<file path="config.mk">
export PLATFORM = sky130hd
export DESIGN_NAME = signal_step_position_tracker
export DESIGN_NICKNAME = d
export VERILOG_FILES = /design/src/design/sspt_pkg.sv /design/src/design/sspt_ctrl.sv /design/src/design/sspt_datapath.sv /design/src/design/signal_step_position_tracker.sv
export VERILOG_INCLUDE_DIRS = /design/src /design/src/design
export SDC_FILE = /design/constraint.sdc
export NUM_CORES = 1
export LEC_CHECK = 0
export BUFFER_PORTS_ARGS = -buffer_cell sky130_fd_sc_hd__buf_2
export CORE_ASPECT_RATIO = 1.5
export CORE_MARGIN = 3
export CORE_UTILIZATION = 62
export CTS_CLUSTER_SIZE = 8
export DETAILED_ROUTE_END_ITERATION = 10
export PLACE_DENSITY = 0.86
export SKIP_CTS_REPAIR_TIMING = 1
export SLEW_MARGIN = 20
export SYNTH_ARGS = -nofsm -noshare
export SYNTH_HDL_FRONTEND = slang
export SYNTH_SLANG_ARGS = --single-unit
</file>
<file path="constraint.sdc">
create_clock -name clk_i -period 8.7 [get_ports clk_i]
set_input_delay 0.87 -clock clk_i [delete_from_list [all_inputs] [get_ports clk_i]]
set_output_delay 0.87 -clock clk_i [all_outputs]
set_load 0.01 [all_outputs]
</file>
<file path="src/design/signal_step_position_tracker_macros.svh">
// Assertion helpers for the step position tracker.
// All checks run on clk_i and are off while rst_ni is low.
`ifndef SIGNAL_STEP_POSITION_TRACKER_MACROS_SVH
`define SIGNAL_STEP_POSITION_TRACKER_MACROS_SVH

// Same-cycle implication.
`define SSPT_ASSERT_NOW(lbl, ante, cons, msg) \
  lbl: assert property (@(posedge clk_i) disable iff (!rst_ni) (ante) |-> (cons)) \
    else $error(msg);

// Next-cycle implication.
`define SSPT_ASSERT_NEXT(lbl, ante, cons, msg) \
  lbl: assert property (@(posedge clk_i) disable iff (!rst_ni) (ante) |=> (cons)) \
    else $error(msg);

`endif

</file>
<file path="src/design/sspt_pkg.sv">
`default_nettype none

package sspt_pkg;

  localparam int unsigned MaxStepsDef = 16;
  localparam int unsigned PosMax      = 131071;
  localparam int unsigned CfgAddrW    = 2;

  typedef enum logic [CfgAddrW-1:0] {
    CFG_CYCLE_TOTAL = 2'd0,
    CFG_STEP_COUNT  = 2'd1
  } cfg_addr_e;

  typedef enum logic {
    FUNC_LOAD    = 1'b0,
    FUNC_ADVANCE = 1'b1
  } func_e;

  typedef enum logic [1:0] {
    ST_IDLE,
    ST_SCAN,
    ST_FIN
  } state_e;

  typedef struct packed {
    logic               func;
    logic [3:0]         entry_index;
    logic [15:0]        step_duration;
    logic [15:0]        step_countdown;
    logic [2:0]         step_color;
    logic signed [15:0] advance;
  } in_t;

  typedef struct packed {
    logic [3:0]  step_index;
    logic [2:0]  color;
    logic [15:0] time_left;
    logic [15:0] countdown_now;
    logic [16:0] position;
  } out_t;

  // One table entry as kept in the step memory.
  typedef struct packed {
    logic [15:0] dur;
    logic [15:0] cd;
    logic [2:0]  color;
  } entry_t;

  typedef struct packed {
    logic mem_wr;
    logic pos_upd;
    logic scan_clr;
    logic scan_step;
    logic fin;
  } cmd_t;

  typedef struct packed {
    logic n_zero;
    logic hit;
    logic exhausted;
  } sts_t;

endpackage

`default_nettype wire

</file>
<file path="src/design/sspt_ctrl.sv">
`default_nettype none

module sspt_ctrl (
  input  wire logic          clk_i,
  input  wire logic          rst_ni,
  input  wire logic          start_i,
  input  wire logic          func_i,
  input  sspt_pkg::sts_t     sts_i,
  output sspt_pkg::cmd_t     cmd_o,
  output logic               busy_o
);

  sspt_pkg::state_e state_q, state_d;

  always_ff @(posedge clk_i or negedge rst_ni) begin
    if (!rst_ni) begin
      state_q <= sspt_pkg::ST_IDLE;
    end else begin
      state_q <= state_d;
    end
  end

  always_comb begin
    state_d = state_q;
    cmd_o   = '0;
    busy_o  = 1'b1;
    case (state_q)
      sspt_pkg::ST_IDLE: begin
        busy_o = 1'b0;
        if (start_i) begin
          if (func_i == sspt_pkg::FUNC_ADVANCE) begin
            if (sts_i.n_zero) begin
              // empty table: keep position, repeat last result
              state_d = sspt_pkg::ST_FIN;
            end else begin
              cmd_o.pos_upd  = 1'b1;
              cmd_o.scan_clr = 1'b1;
              state_d        = sspt_pkg::ST_SCAN;
            end
          end else begin
            cmd_o.mem_wr = 1'b1;
          end
        end
      end
      sspt_pkg::ST_SCAN: begin
        cmd_o.scan_step = 1'b1;
        if (sts_i.hit || sts_i.exhausted) begin
          state_d = sspt_pkg::ST_FIN;
        end
      end
      sspt_pkg::ST_FIN: begin
        cmd_o.fin = 1'b1;
        state_d   = sspt_pkg::ST_IDLE;
      end
      default: begin
        state_d = sspt_pkg::ST_IDLE;
      end
    endcase
  end

endmodule

`default_nettype wire

</file>
<file path="src/design/sspt_datapath.sv">
`default_nettype none

module sspt_datapath #(
  parameter int unsigned MAX_STEPS = sspt_pkg::MaxStepsDef
) (
  input  wire logic                            clk_i,
  input  wire logic                            rst_ni,
  input  sspt_pkg::in_t                        item_i,
  input  wire logic                            cfg_valid_i,
  input  wire logic [sspt_pkg::CfgAddrW-1:0]   cfg_addr_i,
  input  wire logic [15:0]                     cfg_data_i,
  input  sspt_pkg::cmd_t                       cmd_i,
  output sspt_pkg::sts_t                       sts_o,
  output logic                                 done_o,
  output sspt_pkg::out_t                       result_o
);

  localparam int unsigned IdxW = (MAX_STEPS > 1) ? $clog2(MAX_STEPS) : 1;
  localparam int unsigned CntW = $clog2(MAX_STEPS + 1);
  localparam int unsigned SumW = 16 + CntW;
  localparam int unsigned CmpW = (SumW > 17) ? SumW : 17;

  // configuration
  logic [15:0] cycle_total_q;
  logic [4:0]  step_count_q;

  always_ff @(posedge clk_i or negedge rst_ni) begin
    if (!rst_ni) begin
      cycle_total_q <= '0;
      step_count_q  <= '0;
    end else if (cfg_valid_i) begin
      case (sspt_pkg::cfg_addr_e'(cfg_addr_i))
        sspt_pkg::CFG_CYCLE_TOTAL: cycle_total_q <= cfg_data_i;
        sspt_pkg::CFG_STEP_COUNT:  step_count_q  <= cfg_data_i[4:0];
        default: ;
      endcase
    end
  end

  // effective entry count, clamped to the table depth
  logic [CntW-1:0] n_lim;
  always_comb begin
    if ({27'd0, step_count_q} > MAX_STEPS) begin
      n_lim = CntW'(MAX_STEPS);
    end else begin
      n_lim = CntW'(step_count_q);
    end
  end

  // position update: add delta, wrap once, saturate, floor at zero
  logic [16:0]        pos_q;
  logic [16:0]        pos_new;
  logic signed [18:0] pos_sum;
  logic signed [18:0] pos_wrap;

  always_comb begin
    pos_sum  = $signed({2'b00, pos_q}) + $signed({{3{item_i.advance[15]}}, item_i.advance});
    pos_wrap = pos_sum - $signed({3'b000, cycle_total_q});
    if (!pos_wrap[18]) begin
      if (pos_wrap > $signed(19'(sspt_pkg::PosMax))) begin
        pos_new = 17'(sspt_pkg::PosMax);
      end else begin
        pos_new = pos_wrap[16:0];
      end
    end else if (pos_sum[18]) begin
      pos_new = '0;
    end else begin
      pos_new = pos_sum[16:0];
    end
  end

  always_ff @(posedge clk_i or negedge rst_ni) begin
    if (!rst_ni) begin
      pos_q <= '0;
    end else if (cmd_i.pos_upd) begin
      pos_q <= pos_new;
    end
  end

  // step table
  sspt_pkg::entry_t mem_q [MAX_STEPS];
  sspt_pkg::entry_t rdata_q;
  logic [CntW-1:0]  ra_q;
  logic             wr_ok;
  logic             issue_ok;

  assign wr_ok    = cmd_i.mem_wr && ({28'd0, item_i.entry_index} < MAX_STEPS);
  assign issue_ok = ra_q < n_lim;

  always_ff @(posedge clk_i) begin
    if (wr_ok) begin
      mem_q[IdxW'(item_i.entry_index)] <= '{dur:   item_i.step_duration,
                                            cd:    item_i.step_countdown,
                                            color: item_i.step_color};
    end
    rdata_q <= mem_q[ra_q[IdxW-1:0]];
  end

  // scan: issue stage (ra_q) and accumulate stage (rd_vld_q)
  logic              rd_vld_q;
  logic [IdxW-1:0]   rd_idx_q;
  logic [SumW-1:0]   sum_q;
  logic [SumW-1:0]   sum_d;
  logic              hit;
  logic              hit_q;
  logic [15:0]       hit_sum_q;
  logic [IdxW-1:0]   hit_idx_q;
  sspt_pkg::entry_t  hit_ent_q;

  assign sum_d = sum_q + SumW'(rdata_q.dur);
  assign hit   = cmd_i.scan_step && rd_vld_q && (CmpW'(sum_d) > CmpW'(pos_q));

  always_ff @(posedge clk_i or negedge rst_ni) begin
    if (!rst_ni) begin
      ra_q     <= '0;
      rd_vld_q <= 1'b0;
      hit_q    <= 1'b0;
    end else if (cmd_i.scan_clr) begin
      ra_q     <= '0;
      rd_vld_q <= 1'b0;
      hit_q    <= 1'b0;
    end else if (cmd_i.scan_step) begin
      if (issue_ok) begin
        ra_q <= ra_q + CntW'(1);
      end
      rd_vld_q <= issue_ok && !hit;
      if (hit) begin
        hit_q <= 1'b1;
      end
    end
  end

  always_ff @(posedge clk_i) begin
    if (cmd_i.scan_clr) begin
      sum_q <= '0;
    end else if (cmd_i.scan_step && rd_vld_q) begin
      sum_q <= sum_d;
    end
    if (cmd_i.scan_step) begin
      rd_idx_q <= ra_q[IdxW-1:0];
    end
    if (hit) begin
      hit_sum_q <= sum_d[15:0];
      hit_idx_q <= rd_idx_q;
      hit_ent_q <= rdata_q;
    end
  end

  assign sts_o.n_zero    = (n_lim == '0);
  assign sts_o.hit       = hit;
  assign sts_o.exhausted = !rd_vld_q && !issue_ok;

  // result: time left and countdown less elapsed, all mod 2^16
  logic [15:0] left_new;
  logic [15:0] count_new;
  logic [3:0]  last_idx_q;
  logic [2:0]  last_color_q;
  logic [15:0] last_left_q;
  logic [15:0] last_count_q;
  logic        done_q;

  assign left_new  = hit_sum_q - pos_q[15:0];
  assign count_new = hit_ent_q.cd - hit_ent_q.dur + left_new;

  always_ff @(posedge clk_i or negedge rst_ni) begin
    if (!rst_ni) begin
      last_idx_q   <= '0;
      last_color_q <= '0;
      last_left_q  <= '0;
      last_count_q <= '0;
      done_q       <= 1'b0;
    end else begin
      done_q <= cmd_i.fin;
      if (cmd_i.fin && hit_q) begin
        last_idx_q   <= 4'(hit_idx_q);
        last_color_q <= hit_ent_q.color;
        last_left_q  <= left_new;
        last_count_q <= count_new;
      end
    end
  end

  assign done_o                 = done_q;
  assign result_o.step_index    = last_idx_q;
  assign result_o.color         = last_color_q;
  assign result_o.time_left     = last_left_q;
  assign result_o.countdown_now = last_count_q;
  assign result_o.position      = pos_q;

endmodule

`default_nettype wire

</file>
<file path="src/design/signal_step_position_tracker.sv">
// Signal step position tracker. A word on item_i is taken at a rising edge
// with start high and busy low. A load word (func = 0) writes one step entry
// and gives no result. An advance word moves the cycle position and scans
// the step table one entry per cycle, since the table is a single-read-port
// memory; the scan stops at the first step that holds the position or after
// step_count entries (step_count clamped to MAX_STEPS), and an empty table
// skips the scan and repeats the last result. done_o is then high for
// exactly one cycle with the result word on result_o. The receiver cannot
// stall: result_o and done_o are registers and the word must be taken in
// that cycle. busy is low again in the done_o cycle, so a new word may start
// there. Configuration writes (cycle_total at index 0, step_count at
// index 1) are always taken and are meant for idle periods only.
`default_nettype none

`include "signal_step_position_tracker_macros.svh"

module signal_step_position_tracker #(
  parameter int unsigned MAX_STEPS = sspt_pkg::MaxStepsDef
) (
  input  wire logic                            clk_i,
  input  wire logic                            rst_ni,
  input  wire logic                            start,
  output logic                                 busy,
  input  sspt_pkg::in_t                        item_i,
  input  wire logic                            cfg_valid_i,
  output logic                                 cfg_ready_o,
  input  wire logic [sspt_pkg::CfgAddrW-1:0]   cfg_addr_i,
  input  wire logic [15:0]                     cfg_data_i,
  output logic                                 done_o,
  output sspt_pkg::out_t                       result_o
);

  sspt_pkg::cmd_t cmd;
  sspt_pkg::sts_t sts;
  logic           cfg_we;

  // config registers take a write in any cycle
  assign cfg_ready_o = 1'b1;
  assign cfg_we      = cfg_valid_i && cfg_ready_o;

  // sequencer: idle / scan / finish
  sspt_ctrl u_ctrl (
    .clk_i   (clk_i),
    .rst_ni  (rst_ni),
    .start_i (start),
    .func_i  (item_i.func),
    .sts_i   (sts),
    .cmd_o   (cmd),
    .busy_o  (busy)
  );

  // position, step table, scan accumulator, result registers
  sspt_datapath #(
    .MAX_STEPS (MAX_STEPS)
  ) u_dp (
    .clk_i       (clk_i),
    .rst_ni      (rst_ni),
    .item_i      (item_i),
    .cfg_valid_i (cfg_we),
    .cfg_addr_i  (cfg_addr_i),
    .cfg_data_i  (cfg_data_i),
    .cmd_i       (cmd),
    .sts_o       (sts),
    .done_o      (done_o),
    .result_o    (result_o)
  );

  // done word is only shown while the sequencer is back in idle
  `SSPT_ASSERT_NOW(a_done_idle, done_o, !busy, "done while busy")
  // strobe lasts one cycle
  `SSPT_ASSERT_NEXT(a_done_pulse, done_o, !done_o, "done held two cycles")
  // an advance always occupies the block
  `SSPT_ASSERT_NEXT(a_adv_busy, start && !busy && (item_i.func == sspt_pkg::FUNC_ADVANCE), busy, "advance not taken")
  // a load never yields a result
  `SSPT_ASSERT_NEXT(a_load_quiet, start && !busy && (item_i.func == sspt_pkg::FUNC_LOAD), !done_o && !busy, "load produced a result")

endmodule

`default_nettype wire
</file>
Word level (Yosys, flattened, before mapping)
Memories as Yosys holds them, arrays and structs flattened. A register that Yosys moved wholly into a read port is not among the register bits.
Index checks and enable logic that the tools add are counted.

cells by class
  $lt $le $gt $ge = 4
  equality and inequality tests = 6
  reductions and logical operators = 20
  mux-type cells = 27
  add/subtract/negate cells = 7

operators by type and width
  kind                    count
  $mux W17                3
  $sub A16 B16 Y16        2
  $add A21 B16 Y21        1
  $gt A21 B17 Y1          1
  $mux W5                 4
  $add A18 B16 Y19        1
  $gt A19 B18 Y1 const B  1
  $sub A19 B17 Y19        1
  $add A16 B16 Y16        1
  $mux W2                 6
  $mux W1                 11
  $reduce_and A2 Y1       4
  $mux W3                 2
  $reduce_bool A2 Y1      3
  $add A5 B1 Y5 const B   1
  $gt A5 B5 Y1 const B    1
  $logic_and A1 B1 Y1     5
  $logic_not A5 Y1        1
  $lt A5 B5 Y1            1
  $eq A2 B1 Y1 const B    2
  $logic_not A2 Y1        2
  $ne A2 B2 Y1 const B    2
  $pmux W2 S2             1
  $logic_not A1 Y1        3
  other kinds (4)         4

storage, ports and cells
  RAM bits = 560
  output and inout port bits = 59
  input bits = 78
  logic and storage cells = 84
  memories kept = 1
  bits in registers = 167

memory list
  name        words  bits a word  rd ports  clocked after memory_dff  wr ports  RTL line             source
  u_dp.mem_q  16     35           1         1                         1         sspt_datapath.sv:81  sspt_pkg::entry_t mem_q [MAX_STEPS];

Longest topological paths before layout
Gate-level depths: netlist (run 1).

  word-level depth = 9
  gate-level depth with buffers = 23
  mapped depth without buffers = 23

Hierarchy
From an unflattened synthesis (run 1), not the netlist that was laid out.

second synthesis, totals
  cell total of the unflattened synthesis = 1936
  area, all modules = 32670.1 sq um

modules (own cells, without submodules)
  module                        seq. area each (sq um)  area each (sq um)  instances  cells each
  sspt_datapath                 21835.9                 32522.4            1          1919
  sspt_ctrl                     50.0                    136.4              1          15
  signal_step_position_tracker  0.0                     11.3               1          2

Worst setup path before layout (run 1)
Ideal clock, no wire load.

  path type = reg-to-reg
  start point = register u_dp.sum_q[0]
  end point = register u_dp.hit_ent_q[0] in the netlist's numbering, enable pin
  period minus slack after synthesis = 6426 ps
  required time = 8214 ps
  cell stages (with the launch flop) = 21
  path slack = 2274 ps
  arrival time = 5940 ps
  buffers on the path = 0
  path through = dfxtp_1 ha_1 fa_1 a21o_1 a21oi_1 o21bai_1 a21oi_1 or4_1 a31oi_1 nor2_1 xnor2_1 ha_1 nand4_1 nor2_1 o21a_1 o21ai_0 nand3b_1 a311oi_1 a31oi_1 a21oi_1 a21oi_1

between the ends
  cells in the longest elaborated chain, start to end = 3

RTL lines
  what                      RTL line              source
  start: declaration        sspt_datapath.sv:102  logic [SumW-1:0] sum_q;
  start signal: assignment  sspt_datapath.sv:137  sum_q <= sum_d;
  $add A21 B16 Y21          sspt_datapath.sv:110  assign sum_d = sum_q + SumW'(rdata_q.dur);
  net u_dp.sum_d[16]        sspt_datapath.sv:103  logic [SumW-1:0] sum_d;
  $gt A21 B17 Y1            sspt_datapath.sv:111  assign hit = cmd_i.scan_step && rd_vld_q && (CmpW'(sum_d) > CmpW'(pos_q));
  $logic_and A1 B1 Y1       sspt_datapath.sv:111
  net u_dp.hit              sspt_datapath.sv:104  logic hit;
  end signal: assignment    sspt_datapath.sv:145  hit_ent_q <= rdata_q;
  end: declaration          sspt_datapath.sv:108  sspt_pkg::entry_t hit_ent_q;

The timed path passes the listed nets, and every way through them passes these cells.
A chain may end at the register's enable or synchronous reset.

Final worst setup path (run 1)
  start point = register u_dp.sum_q[0]
  end point = register u_dp.hit_ent_q[9] in the netlist's numbering, enable pin

The elaborated chain is that of the path after synthesis.

==> out/results.ini, run 1 <==
[routing]
met2_wirelength_mm = 45.59
drt-vias-per-instance = 6.662
finalWirelength_mm = 87.61
initialDrtViolationCount = 2006
drc = 0
via_count = 19440
routed.top_layer = met5
detailedRoute.firstPassIterationCount = 5
post_drt_wl_per_cell_um = 30.03
route.met3.wl_mm = 6.838
drt-met1-wl_mm = 29.95
drtAntennaViolNets = 0

[global_routing]
grt.total_usage_pct = 30.95
first_global_vias = 20240
grt_start_max_net_pins = 106
antenna_found_initial = 10
first_pass_grt_wire_length_mm = 128.3
global_route.overflow_total = 0

[critical_path]
worstReg2RegStart = u_dp.sum_q[0]
timing.critical_path.to_type = flop
setup.worst_path.class = reg2reg
critPathMaxFanout = 48
cp.required_ns = 8.97
cp_launch_point = u_dp.sum_q[0]
cp.arrival_ns = 5.70
cp-start-kind = flop

[yosys]
synthDominantCellAreaShare_pct = 56.68
yosys_warnings = 0
synth.avg_cell_area_um2 = 16.82
postSynth.topFlopCell = edfxtp_1
mappedNetlistNets = 2150
netlist_top_cells_area = edfxtp_1 57%, mux4_2 12%, dfrtp_1 6.6%
netlist-cell-type-count = 79
synth-edff-count = 619
synth_largest_area_cell = edfxtp_1
synth_common_cells = 619 x edfxtp_1, 175 x mux4_2, 103 x ha_1
synth.ff_latch_count = 762
synthArstFlopShare_pct = 11.42
yosys.cell_count.top_type = edfxtp_1
synth.yosys.seq_area_share_pct = 66.74
syn-instance-count = 1950
synth_area_um2 = 32790

[place]
numPlacedInstances = 2716
routabilityCongestion = 0.9341
port-buffer-count = 135
dpl_cell_area_um2 = 34360
detailedPlacementHpwl_mm = 48.15
dp_slack_ns = 3.453

[floorplanning]
die_y_um = 287.7
die_width_um = 193.8
rows = 102
core-area_um2 = 51940
die_area_um2 = 55740
floorplan.io_pins = 137
start_util_pct = 63.13

[sta]
final-max-slew-violation-count = 0
final.min_clock_period_ns = 5.425
timing_hold_violations_final = 0
post-route-worst-setup-slack_ns = 3.275
total_negative_slack_ns = 0
max_freq_ghz = 0.1843
slew_headroom_pct = 26.17
rsz_0062_raised_after_global_routing = false
fin_skew_ns = 0.04680
finalHoldWorstSlack_ns = 0.1671
timing.final.setup_violations = 0
period_share_pct = 62.36
max_slew.worst_pin.slew_ns = 1.107

[layout]
finish.net_count = 2347
final_standard_cell_count_with_taps_included_and_fillers_excluded = 2918
drive_above_1_share_pct = 23.62
finalCoreUtilization_pct = 72.13
layout-area-overhead-vs-synth_pct = 14.24
postLayoutCellArea_um2 = 37460

[clocking]
clock_latency_ns = 0.65
cts-buffers-inserted = 105
cts_root_buffer = clkbuf_16
path_clk_slew_ns = 0.05
clock_tree_from_tritoncts = done
cts.path.max_buffers = 3
h-tree-depth = 3
numClockSinks = 762

[flow_run]
cap_viol_max_count = 0

[power_and_ir_drop]
cellLeakagePower_nw = 13.29
post-layout-total-power_mw = 15.18
ir_worst_vdd_v = 0.0003443
power_density_nw_per_um2 = 405.2

[status]
status = completed

[hold_path]
worstHoldPathType = in2async

## cell families after synthesis
logic type | Yosys count | synth area share (%)
xor gates and xnor gates | 74 | 2.057
and+or+nand+nor | 363 | 5.368
adders and majority gates | 122 | 5.090
buffers and inverters | 153 | 1.870
AOI/OAI and AO/OA | 270 | 5.823
DFF | 762 | 66.74
other | 1 | 0.01144
muxes | 205 | 13.04
## where the power goes
group          leakage, nW  switching, mW  internal, mW
clock                 1.46           1.54          2.28
combinational         4.76           3.69          2.79
sequential            7.08          0.440          4.44
total                 13.3           5.67          9.51
## layout make-up
type,count,area (um2)
tap,676,845.8
inverter,82,307.8
clock inverter,7,122.6
clock buffer,188,2960
fill,2974,14480
timing repair buffer,161,885.9
sequential,762,21900
antenna,7,17.52
multi-input combinational,1035,10430
## critical path: stages, from the launching register on
cell and delay (ns):
dfxtp_1 0.36, ha_1 0.21, fa_1 0.23, a21o_1 0.14
a21oi_1 0.11, o21bai_1 0.24, a21oi_1 0.16, or4_1 0.57
a31oi_1 0.24, nor2_1 0.08, xnor2_1 0.14, ha_1 0.30
nand4_1 0.12, nor2_1 0.17, o21a_1 0.16, o21ai_0 0.08
nand3b_1 0.09, a311oi_1 0.05, a31oi_1 0.42, a21oi_1 0.14
a21oi_4 0.39, buf_4 0.59
## final timing paths
check                                              end  slack [ns]  cells past startpoint
max in group asynchronous                 u_dp.ra_q[0]        7.33                      2
worst max register to register       u_dp.hit_ent_q[9]        3.27                     21
min in group clk_i                   u_dp.hit_ent_q[0]        0.40                      0
worst max-delay path                 u_dp.hit_ent_q[9]        3.27                     21
worst min-delay path            u_dp.cycle_total_q[10]        0.17                      1
worst min register to register       u_dp.hit_ent_q[0]        0.40                      0
## sequential cells by signal, indices dropped and copies added, names as in the netlist
signal / count
u_dp.last_idx_q: 4
u_dp.ra_q: 5
u_dp.last_count_q: 16
u_dp.done_o: 1
u_dp.mem_q: 560
u_dp.step_count_q: 5
u_dp.sum_q: 21
u_dp.rd_vld_q: 1
u_dp.last_left_q: 16
u_dp.cycle_total_q: 16
u_dp.hit_ent_q: 35
u_dp.hit_sum_q: 16
u_dp.rdata_q: 35
u_dp.pos_q: 17
u_dp.hit_idx_q: 4
u_dp.rd_idx_q: 4
u_ctrl.state_q: 2
u_dp.last_color_q: 3
u_dp.hit_q: 1
## metal layers
| layer | vias up | GRT usage (%) |
|---|---|---|
| li1 | 8075 | - |
| met5 | - | 0 |
| met4 | 6 | 16.95 |
| met2 | 1235 | 53.61 |
| met3 | 300 | 5.889 |
| met1 | 9823 | 36.91 |
## layout by cell type (no fill, tap or decap), types with 18 or more instances in the layout
cell type,instances
inv_1,81
xnor2_1,45
a21oi_1,57
fa_1,19
a21o_1,35
nor2_1,74
o21a_1,18
mux4_2,175
ha_1,103
buf_4,26
clkbuf_16,106
mux2_2,28
nand2_1,100
clkbuf_1,82
buf_2,134
dfxtp_1,56
nand3_1,55
xor2_1,27
edfxtp_1,619
o21ai_0,52
nor3_1,21
dfrtp_1,83
(Power assumes the default switching activity.)
==> run 2, diff against run 1 <==
==> constraint.sdc (replaced) <==
create_clock -name clk_i -period 5.1 [get_ports clk_i]
set_input_delay 0.51 -clock clk_i [delete_from_list [all_inputs] [get_ports clk_i]]
set_output_delay 0.51 -clock clk_i [all_outputs]
set_load 0.01 [all_outputs]
==> run 2 against run 1 <==
Compared with the run above: clock skew decreased by 0.0078 ns; count of clock-buffer cells in the layout increased by 1; total power increased by 72%; final area increased by 0.36%; register-to-register slack got worse by 2.9 ns; first-iteration DRC count increased by 3.5%.
==> out/results.ini, run 2 (same netlist as run 1, synthesis figures left out) <==
[status]
status = completed

[floorplanning]
rows = 102  ; unchanged
floorplan.io_pins = 137  ; unchanged
start_util_pct = 63.13  ; unchanged
core-area_um2 = 51940  ; unchanged
die_width_um = 193.8  ; unchanged
die_y_um = 287.7  ; unchanged
die_area_um2 = 55740  ; unchanged

[global_routing]
first_pass_grt_wire_length_mm = 127.9  ; -0.34%
grt_start_max_net_pins = 122  ; +15%
global_route.overflow_total = 0  ; unchanged
first_global_vias = 20280  ; +0.19%
antenna_found_initial = 9  ; -1
grt.total_usage_pct = 30.92  ; -0.033 points

[power_and_ir_drop]
post-layout-total-power_mw = 26.05  ; +72%
power_density_nw_per_um2 = 692.7  ; +71%
ir_worst_vdd_v = 0.0005384  ; +56%
cellLeakagePower_nw = 13.35  ; +0.44%

[place]
dpl_cell_area_um2 = 34400  ; +0.10%
dp_slack_ns = 0.3102  ; -3.143 ns
port-buffer-count = 135  ; unchanged
detailedPlacementHpwl_mm = 50.64  ; +5.2%
routabilityCongestion = 1.009  ; +8.0%

[clocking]
clock_latency_ns = 0.66  ; about the same
cts-buffers-inserted = 105  ; unchanged
numClockSinks = 762  ; unchanged
cts.path.max_buffers = 3  ; unchanged
clock_tree_from_tritoncts = done
cts_root_buffer = clkbuf_16
path_clk_slew_ns = 0.06  ; about the same
h-tree-depth = 3  ; unchanged

[routing]
drtAntennaViolNets = 0  ; unchanged
drc = 0  ; unchanged
detailedRoute.firstPassIterationCount = 7  ; +2
drt-met1-wl_mm = 29.13  ; -2.7%
finalWirelength_mm = 85.57  ; -2.3%
initialDrtViolationCount = 2077  ; +3.5%
route.met3.wl_mm = 6.867  ; +0.42%
via_count = 19410  ; -0.13%
drt-vias-per-instance = 6.635  ; -0.41%
routed.top_layer = met5
met2_wirelength_mm = 44.47  ; -2.5%
post_drt_wl_per_cell_um = 29.24  ; -2.6%

[sta]
finalHoldWorstSlack_ns = 0.07371  ; -0.09340 ns
max_freq_ghz = 0.2095  ; +14%
period_share_pct = 93.58  ; +31 points
post-route-worst-setup-slack_ns = 0.3275  ; -2.947 ns
max_slew.worst_pin.slew_ns = 1.066  ; -0.04185 ns
timing_hold_violations_final = 0  ; unchanged
fin_skew_ns = 0.03903  ; -0.007777 ns
rsz_0062_raised_after_global_routing = false
final-max-slew-violation-count = 0  ; unchanged
final.min_clock_period_ns = 4.773  ; -0.6529 ns
total_negative_slack_ns = 0  ; unchanged
slew_headroom_pct = 28.80  ; +2.6 points
timing.final.setup_violations = 0  ; unchanged

[critical_path]
cp_launch_point = u_dp.sum_q[0]
cp.required_ns = 5.43  ; -3.54 ns
worst_r2r_dst = u_dp.hit_sum_q[15]
slowest_stage = or4_1
timing.critical_path.to_type = flop
worst_r2r_path_depth = 21  ; unchanged
setup.worst_path.class = reg2reg
timing.critical_path.cells = ha_1, fa_1, a21o_1, a21oi_1, o21bai_1, a21oi_1, or4_1, a31oi_1, nor2_1, xnor2_1, ha_1, nand4_1, nor2_2, o21a_1, o21ai_0, nand3b_1, a311oi_1, a31oi_2, a21oi_1, a21oi_4, clkbuf_16
cp-endpoint = u_dp.hit_sum_q[15]
cp.arrival_ns = 5.10  ; -0.60 ns
worst_path_largest_cell_delay_ns = 0.59  ; about the same
worstReg2RegStart = u_dp.sum_q[0]
reg2reg_setup_slack_ns = 0.33  ; -2.95 ns
path_common_cell = a21oi_1
critPathMaxFanout = 24  ; -50%
cp-start-kind = flop

[layout]
layout_top_registers = u_dp.mem_q x560, u_dp.hit_ent_q x35, u_dp.rdata_q x35
regMostFlops = u_dp.mem_q
layout-area-overhead-vs-synth_pct = 14.66
finish.net_count = 2354  ; +0.30%
postLayoutCellArea_um2 = 37600  ; +0.36%
drive_above_1_share_pct = 23.94  ; +0.32 points
fillCellCount = 2944  ; -1.0%
leading_cell_type_in_the_layout_fill_and_taps_excluded = edfxtp_1
largest_register_ff_count = 560  ; unchanged
layout.cells.most_common_list = 619 x edfxtp_1, 175 x mux4_2, 134 x buf_2, 107 x clkbuf_16, 103 x ha_1

[hold_path]
worstHoldPathType = in2reg

[flow_run]
cap_viol_max_count = 0  ; unchanged

[run 2: layout make-up]
type                    instances  area [um2]  area share (%)
inverters                      82       307.8          0.8186
multi-input cells            1035       10440           27.77
clock buffers                 189        2964           7.884
repair buffers                168       991.0           2.636
well taps                     676       845.8           2.250
clock inverters                 7       136.4          0.3627
diodes                          7       17.52         0.04659
flip-flops and latches        762       21900           58.24
[run 2: worst min-delay path by stage]
stage	start	slack [ns]	to	cells past startpoint
2_1_floorplan	rst_ni	0.21	u_ctrl.state_q[0]	0
5_1_grt	cfg_data_i[13]	0.08	u_dp.cycle_total_q[13]	3
6_report	cfg_data_i[6]	0.07	u_dp.cycle_total_q[6]	3
4_1_cts	rst_ni	-0.11	u_dp.cycle_total_q[15]	1
3_5_place_dp	u_dp.rdata_q[2]	0.39	u_dp.hit_ent_q[2]	0
3_3_place_gp	u_dp.rdata_q[18]	0.39	u_dp.hit_ent_q[18]	0
[run 2: worst max-delay path, delay by kind of cell, from the launching register on]
family	cells	cell delay (ns)
AO/OA/AOI/OAI	11	1.84
AND/OR/NAND/NOR	5	1.10
adder cells (fa/ha/maj)	3	0.74
flip-flops	1	0.36
buffers and inverters	1	0.29
XOR/XNOR	1	0.13
[run 2: metal layers]
metal  GRT usage [%]  up-vias
met4           17.73        2
met1           36.56     9739
li1                -     8108
met2           53.70     1255
met5               0        -
met3           5.608      309
[run 2: per-stage QoR]
stage / util [%] / std cells
after floorplan: - / 1950
after global placement: 66.22 / 2719
after detailed placement: 66.22 / 2719
after CTS: 72.19 / 2915
after global routing: 72.37 / 2922
final: 72.39 / 2926
[run 2: power by group]
part	total [mW]	switching, mW	leakage [nW]	internal, mW
Clock	6.50	2.60	1.46	3.90
Sequential	8.21	0.636	7.08	7.57
Combinational	11.3	6.50	4.81	4.83
